$ cat config.mk
export PLATFORM = sky130hd
export DESIGN_NAME = ell_row_halo_compaction
export DESIGN_NICKNAME = d
export VERILOG_FILES = /design/src/hw/rtl/erhc_pkg.sv /design/src/hw/rtl/ell_row_halo_compaction.sv /design/src/hw/rtl/erhc_datapath.sv /design/src/hw/rtl/erhc_ctrl.sv
export SDC_FILE = /design/constraint.sdc
export NUM_CORES = 1
export LEC_CHECK = 0
export BUFFER_PORTS_ARGS = -buffer_cell sky130_fd_sc_hd__buf_2
export CORE_ASPECT_RATIO = 0.6
export CORE_MARGIN = 3
export CORE_UTILIZATION = 53
export DETAILED_ROUTE_END_ITERATION = 10
export GPL_TIMING_DRIVEN = 0
export PLACE_DENSITY = 0.91
export SYNTH_ARGS = -nofsm -noshare
export SYNTH_HDL_FRONTEND = slang
export SYNTH_SLANG_ARGS = --single-unit
$ cat constraint.sdc
create_clock -name clock -period 6.1 [get_ports clock]
set_clock_uncertainty 0.1 [all_clocks]
set_input_delay 0.305 -clock clock [delete_from_list [all_inputs] [get_ports clock]]
set_output_delay 0.305 -clock clock [all_outputs]
set_load 0.1 [all_outputs]
$ cat src/hw/rtl/erhc_pkg.sv
package erhc_pkg;

   // Field widths fixed by the stream format.
   localparam int unsigned COL_W   = 32;
   localparam int unsigned VAL_W   = 64;
   localparam int unsigned DATA_W  = COL_W + VAL_W;
   localparam int unsigned CFG_W   = 31;
   localparam int unsigned RW_W    = 6;
   localparam int unsigned ADDR_W  = 2;

   // Configuration register indexes.
   localparam logic [ADDR_W-1:0] REG_LOCAL_ROWS = 2'd0;
   localparam logic [ADDR_W-1:0] REG_TOTAL_COLS = 2'd1;
   localparam logic [ADDR_W-1:0] REG_ROW_WIDTH  = 2'd2;

   // Reset value of the row width register.
   localparam logic [RW_W-1:0] ROW_WIDTH_RESET = 6'd27;

   // Commands from the controller to the datapath.
   typedef struct packed {
      logic load_slot;   // load the output slot register
      logic load_pad;    // slot holds padding rather than the input entry
      logic slot_done;   // slot is the last one of its row
      logic kept_inc;    // one more slot given for this row
      logic kept_clear;  // row finished, restart the slot count
      logic pos_inc;     // advance to the next entry of the row
      logic pos_clear;   // last entry of the row seen
   } dp_cmd_type;

   // Status from the datapath to the controller.
   typedef struct packed {
      logic keep;        // entry is external and the row has room
      logic last;        // entry is the last of its row
      logic room;        // slot count is below the row width
      logic fill_next;   // the next slot given completes the row
   } dp_status_type;

endpackage

$ cat src/hw/rtl/ell_row_halo_compaction.sv
// ELL row halo compaction.
// Entries of sparse rows in ELL form arrive on the req_ stream, one column
// index and 64-bit value per beat, row_width beats per row. An entry whose
// column lies in [local_rows, total_cols) leaves on the rsp_ stream, so kept
// entries of a row come out in order, packed to the front. After the row's
// last entry the block pads the row to row_width beats with column all ones
// and value zero, and raises rsp_tlast on the row's final beat.
// The user must write registers through the csr_ port only while the block
// is idle; the block itself does not enforce it. A kept entry is registered
// into the output slot and appears on rsp_ in the cycle after it is accepted.
// Throughput: one input beat per cycle while a row is streaming and the slot
// is free; at the end of a row the padding beats go out one per cycle while
// the slot is free, from the padding state of the controller, and req_tready
// stays low until the row's final padding beat is loaded.
// A single output slot register parts the two sides: when rsp_tready is low
// and the slot is full, req_tready drops and nothing is lost or repeated.
// Synchronous reset clears the row counters and the slot, sets local_rows
// and total_cols to zero and row_width to 27.
module ell_row_halo_compaction
   import erhc_pkg::*;
#(
   parameter int unsigned MAX_ROW_WIDTH = 32
) (
   input  logic                 clock,
   input  logic                 reset,
   // Configuration write port.
   input  logic                 csr_we,
   input  logic [ADDR_W-1:0]    csr_addr,
   input  logic [CFG_W-1:0]     csr_wdata,
   // Input entries.
   input  logic                 req_tvalid,
   output logic                 req_tready,
   input  logic [DATA_W-1:0]    req_tdata,   // col [31:0], val [95:32]
   // Output slots.
   output logic                 rsp_tvalid,
   input  logic                 rsp_tready,
   output logic [DATA_W-1:0]    rsp_tdata,   // out_col [31:0], out_val [95:32]
   output logic                 rsp_tlast    // row_done
);

   dp_cmd_type    cmd;
   dp_status_type status;

   erhc_ctrl u_ctrl (
      .clock      (clock),
      .reset      (reset),
      .req_tvalid (req_tvalid),
      .req_tready (req_tready),
      .rsp_tvalid (rsp_tvalid),
      .rsp_tready (rsp_tready),
      .status     (status),
      .cmd        (cmd)
   );

   erhc_datapath #(
      .MAX_ROW_WIDTH (MAX_ROW_WIDTH)
   ) u_datapath (
      .clock     (clock),
      .reset     (reset),
      .csr_we    (csr_we),
      .csr_addr  (csr_addr),
      .csr_wdata (csr_wdata),
      .req_tdata (req_tdata),
      .cmd       (cmd),
      .status    (status),
      .rsp_tdata (rsp_tdata),
      .rsp_tlast (rsp_tlast)
   );

endmodule

$ cat src/hw/rtl/erhc_datapath.sv
module erhc_datapath
   import erhc_pkg::*;
#(
   parameter int unsigned MAX_ROW_WIDTH = 32
) (
   input  logic                 clock,
   input  logic                 reset,
   input  logic                 csr_we,
   input  logic [ADDR_W-1:0]    csr_addr,
   input  logic [CFG_W-1:0]     csr_wdata,
   input  logic [DATA_W-1:0]    req_tdata,
   input  dp_cmd_type           cmd,
   output dp_status_type        status,
   output logic [DATA_W-1:0]    rsp_tdata,
   output logic                 rsp_tlast
);

   localparam int unsigned CW = $clog2(MAX_ROW_WIDTH + 1);
   localparam int unsigned XW = (CW > RW_W ? CW : RW_W) + 1;

   logic [CFG_W-1:0]  local_rows_ff, local_rows_in;
   logic [CFG_W-1:0]  total_cols_ff, total_cols_in;
   logic [RW_W-1:0]   row_width_ff, row_width_in;
   logic [CW-1:0]     pos_ff, pos_in;
   logic [CW-1:0]     kept_ff, kept_in;
   logic [COL_W-1:0]  col_ff, col_in;
   logic [VAL_W-1:0]  val_ff, val_in;
   logic              done_ff, done_in;

   logic [XW-1:0]     width_x;
   logic [CW-1:0]     width;
   logic [COL_W-1:0]  req_col;
   logic [VAL_W-1:0]  req_val;
   logic              in_range;

   assign req_col = req_tdata[COL_W-1:0];
   assign req_val = req_tdata[DATA_W-1:COL_W];

   // Effective row width, clamped to one through the largest supported width.
   always_comb begin
      width_x = XW'(row_width_ff);
      if (width_x == '0) begin
         width_x = XW'(1);
      end else if (width_x > XW'(MAX_ROW_WIDTH)) begin
         width_x = XW'(MAX_ROW_WIDTH);
      end
      width = width_x[CW-1:0];
   end

   // A negative column is below every local row count and is dropped.
   assign in_range = !req_col[COL_W-1]
                   && (req_col[CFG_W-1:0] >= local_rows_ff)
                   && (req_col[CFG_W-1:0] < total_cols_ff);

   always_comb begin
      status.room      = kept_ff < width;
      status.keep      = in_range && status.room;
      status.last      = ({1'b0, pos_ff} + (CW+1)'(1)) >= {1'b0, width};
      status.fill_next = ({1'b0, kept_ff} + (CW+1)'(1)) >= {1'b0, width};
   end

   always_comb begin
      local_rows_in = local_rows_ff;
      total_cols_in = total_cols_ff;
      row_width_in  = row_width_ff;
      if (csr_we) begin
         case (csr_addr)
            REG_LOCAL_ROWS: local_rows_in = csr_wdata;
            REG_TOTAL_COLS: total_cols_in = csr_wdata;
            REG_ROW_WIDTH:  row_width_in  = csr_wdata[RW_W-1:0];
            default:        ;
         endcase
      end
   end

   always_comb begin
      pos_in = pos_ff;
      if (cmd.pos_clear) begin
         pos_in = '0;
      end else if (cmd.pos_inc) begin
         pos_in = pos_ff + CW'(1);
      end
      kept_in = kept_ff;
      if (cmd.kept_clear) begin
         kept_in = '0;
      end else if (cmd.kept_inc) begin
         kept_in = kept_ff + CW'(1);
      end
   end

   always_comb begin
      col_in  = col_ff;
      val_in  = val_ff;
      done_in = done_ff;
      if (cmd.load_slot) begin
         col_in  = cmd.load_pad ? '1 : req_col;
         val_in  = cmd.load_pad ? '0 : req_val;
         done_in = cmd.slot_done;
      end
   end

   always_ff @(posedge clock) begin
      if (reset) begin
         local_rows_ff <= '0;
         total_cols_ff <= '0;
         row_width_ff  <= ROW_WIDTH_RESET;
         pos_ff        <= '0;
         kept_ff       <= '0;
      end else begin
         local_rows_ff <= local_rows_in;
         total_cols_ff <= total_cols_in;
         row_width_ff  <= row_width_in;
         pos_ff        <= pos_in;
         kept_ff       <= kept_in;
      end
   end

   always_ff @(posedge clock) begin
      col_ff  <= col_in;
      val_ff  <= val_in;
      done_ff <= done_in;
   end

   assign rsp_tdata = {val_ff, col_ff};
   assign rsp_tlast = done_ff;

endmodule

$ cat src/hw/rtl/erhc_ctrl.sv
module erhc_ctrl
   import erhc_pkg::*;
(
   input  logic          clock,
   input  logic          reset,
   input  logic          req_tvalid,
   output logic          req_tready,
   output logic          rsp_tvalid,
   input  logic          rsp_tready,
   input  dp_status_type status,
   output dp_cmd_type    cmd
);

   localparam logic S_IDLE = 1'b0;
   localparam logic S_PAD  = 1'b1;

   logic state_ff, state_in;
   logic valid_ff, valid_in;
   logic slot_free;
   logic accept;

   // The slot register can take a new beat when empty or being drained.
   assign slot_free  = !valid_ff || rsp_tready;
   assign req_tready = (state_ff == S_IDLE) && slot_free;
   assign accept     = req_tvalid && req_tready;
   assign rsp_tvalid = valid_ff;

   always_comb begin
      cmd      = '0;
      state_in = state_ff;
      case (state_ff)
         S_IDLE: begin
            if (accept) begin
               cmd.load_slot = status.keep;
               cmd.slot_done = status.last && status.fill_next;
               cmd.kept_inc  = status.keep;
               if (status.last) begin
                  cmd.pos_clear = 1'b1;
                  if (status.keep ? !status.fill_next : status.room) begin
                     state_in = S_PAD;
                  end else begin
                     cmd.kept_clear = 1'b1;
                  end
               end else begin
                  cmd.pos_inc = 1'b1;
               end
            end
         end
         S_PAD: begin
            if (slot_free) begin
               cmd.load_slot = 1'b1;
               cmd.load_pad  = 1'b1;
               cmd.slot_done = status.fill_next;
               if (status.fill_next) begin
                  cmd.kept_clear = 1'b1;
                  state_in       = S_IDLE;
               end else begin
                  cmd.kept_inc = 1'b1;
               end
            end
         end
         default: state_in = S_IDLE;
      endcase
   end

   always_comb begin
      valid_in = valid_ff;
      if (cmd.load_slot) begin
         valid_in = 1'b1;
      end else if (rsp_tready) begin
         valid_in = 1'b0;
      end
   end

   always_ff @(posedge clock) begin
      if (reset) begin
         state_ff <= S_IDLE;
         valid_ff <= 1'b0;
      end else begin
         state_ff <= state_in;
         valid_ff <= valid_in;
      end
   end

endmodule

==> out/qor.txt <==
Core Region: 0.01568 mm²
Clock period minus worst slack: 3652 ps
Post-CTS setup buffer count: 0
Syn Std Cell Area: 0.008656 mm²
Worst skew pair latency: 430 ps
Routed length per instance: 16.92 µm
CTS tree: built
Max-cap check violation count: 0
Remaining antenna violation count: 0
Root buf cell: clkbuf_16
Num Clock Sinks: 179
CTS buffer count: 17
Status: finished, final reports clean
# setup viols final: 0
Port bufs: 232
Met3 usage: 6.730%
Number of diodes: 0
Seq/Total Area, Yosys: 52.62%
Worst slew pin tran: 801.0 ps
Fillers: 1,236
Post-CTS Hold Buffers: 0
Met1 usage: 34.46%
Fin Setup TNS: 0 ps
Reg clk slew, reported paths: 80 ps
Inst Count DP: 1,298
Crit share post-route: 59.87%
Critical Path Source Type: register
Final non-filler cell total: 1,330
Worst Path Max Fanout: 55
Vias: 7,114
Fmax: 273.8 MHz
Peak VDD IR: 0.1504 mV
Crit end category: register
Synth Area per Inst: 10.04 µm²
Ys Warns: 0
First-pass GRT wire length: 35,050 µm
Global-route usage over all layers: 25.03%
Lkg Pwr: 0.004336 µW
HPWL after DPL: 17,390 µm
GR peak layer: met2
GR Overflow Total: 0
Dominant synthesized flop cell: edfxtp_1
Async set-or-reset flop fraction in the synthesized netlist: 0%
Number of synthesized flops with an enable pin: 97
PD cells: 264.9 mW/mm²
Final-report hold violation count: 0
Starting density of the core: 55.21%
Area Growth Syn to Fin: 23.37%
Arr. time, crit path: 3670 ps
Vias/cell: 5.349
First-pass detailed-route iteration total: 6
Nets@finish: 1,329
H-tree depth: 4
Relative slew slack: 46.60%
Cts repair resizes: 0
Worst Hold Class: in -> reg
Die ar.: 0.01795 mm²
Data required time of the critical path: 6120 ps
RD Place Congestion: 0.8915
Most common cell after layout, fill and taps aside: buf_2
Wirelength, routed: 22,510 µm
Pins Over Slew Limit: 0
Synth cell types: 55
Global Route met2 Usage: 40.31%
Residual DRC: 0
Seq cells post-synth: 179
Die height: 105.0 µm
RSZ-0062 raised after global routing: false
Syn Nets: 1,077
Die Width: 171.0 µm
Initial antenna violation count: 1
Vias in the first global route: 6,829
Drt initial violations: 600
Most frequent cells in the layout: buf_2 (233), nand2_1 (158), edfxtp_1 (97), a21oi_1 (88), dfxtp_1 (82)
Rows: 35
Ports: 233
Clk buf depth: 2
Share of cells above drive strength 1: 24.49%
Mapped Cells: 862
Largest net degree at the start of global routing: 56
Kind of critical path: reg -> reg
[metal layers]
| layer | wire (µm) | part of all wire, % | vias up |
|---|---|---|---|
| li1 | - | - | 3448 |
| met1 | 9786 | 43 | 3347 |
| met2 | 10440 | 46 | 299 |
| met3 | 2101 | 9.3 | 20 |
| met4 | 185 | 0.82 | 0 |
| met5 | 0 | 0 | - |
[registers in the layout, indices dropped and copies added (netlist names)]
register / count
u_datapath.col_ff: 32
u_datapath.total_cols_ff: 31
u_datapath.kept_ff: 6
u_datapath.row_width_ff: 6
u_ctrl.rsp_tvalid: 1
u_datapath.val_ff: 64
u_datapath.local_rows_ff: 31
u_datapath.pos_ff: 6
u_ctrl.state_ff: 1
u_datapath.rsp_tlast: 1
[metrics by stage]
step                setup WS, ps  cell area [µm²]  total power (µW)  utilization [%]  hold slack [ps]
finish                      2448            10680              2829            68.12            17.17
global route                2216            10680              2932            68.12            14.30
CTS                         2459            10680              2835            68.12            17.02
detailed placement          2487            10100              1761            64.41            347.4
global placement           338.9            10070              1748            64.24            342.1
floorplan                  953.5             8656              1636                -            336.2
[layout make-up]
type                       count  area [µm²]  area share (%)
inverter                      70       262.8           2.460
multi-input combinational    580        3721           34.84
buffer                        33       125.1           1.172
timing repair buffer         233        1181           11.06
tap                          203       254.0           2.378
clock buffer                  19       432.9           4.054
clock inverter                13       147.6           1.383
sequential                   179        4554           42.65
[worst paths after layout]
| kind | start | end | slack (ps) | cells past startpoint |
|---|---|---|---|---|
| worst max-delay path | u_datapath.row_width_ff[1] | u_datapath.val_ff[1] | 2450 | 12 |
| worst min-delay path | csr_wdata[16] | u_datapath.local_rows_ff[16] | 20 | 3 |
| worst max register to register | u_datapath.row_width_ff[1] | u_datapath.val_ff[1] | 2450 | 12 |
| worst min register to register | u_datapath.local_rows_ff[29] | u_datapath.local_rows_ff[29] | 360 | 2 |
[power breakdown]
group          internal, µW  switching, µW  total (µW)
Clock                   581            509        1090
Sequential             1310           15.5        1330
Combinational           125            289         414
[cells in the mapped netlist, types with 5 or more instances]
library cell,instances,area [µm²]
nand2_1,159,596.8
edfxtp_1,97,2913
a21oi_1,88,440.4
dfxtp_1,82,1642
ha_1,81,1013
inv_1,70,262.8
and2_1,65,406.6
nand2b_1,36,225.2
clkbuf_1,27,101.4
nor2_1,26,97.59
o21ai_0,18,90.09
nand3_1,12,60.06
xnor2_1,7,61.31
a211oi_1,6,45.04
nand4_1,6,37.54
nor3_1,6,30.03
buf_1,5,18.77
or3_1,5,31.28
[critical path: stages (launching register included)]
cell,delay (ps)
dfxtp_1,330
nor4_1,310
nor2_1,80
nor2_1,180
ha_1,190
nor2b_1,40
o31ai_1,280
a21oi_1,170
nand4b_2,250
nor3_4,290
nand2_1,140
nand2_4,610
buf_12,320
[logic make-up (layout without fill, tap and decap cells)]
family	Yosys count	count (layout)	synth area share (%)
flip-flops	179	179	52.62
multiplexers	4	4	0.4626
XOR/XNOR	9	9	0.9107
AND/OR/NAND/NOR	337	337	19.24
adder cells (fa/ha/maj)	81	81	11.71
buffers and inverters	103	368	4.481
AO/OA/AOI/OAI	149	149	10.58
No activity file was read; power rests on OpenSTA's default activity.
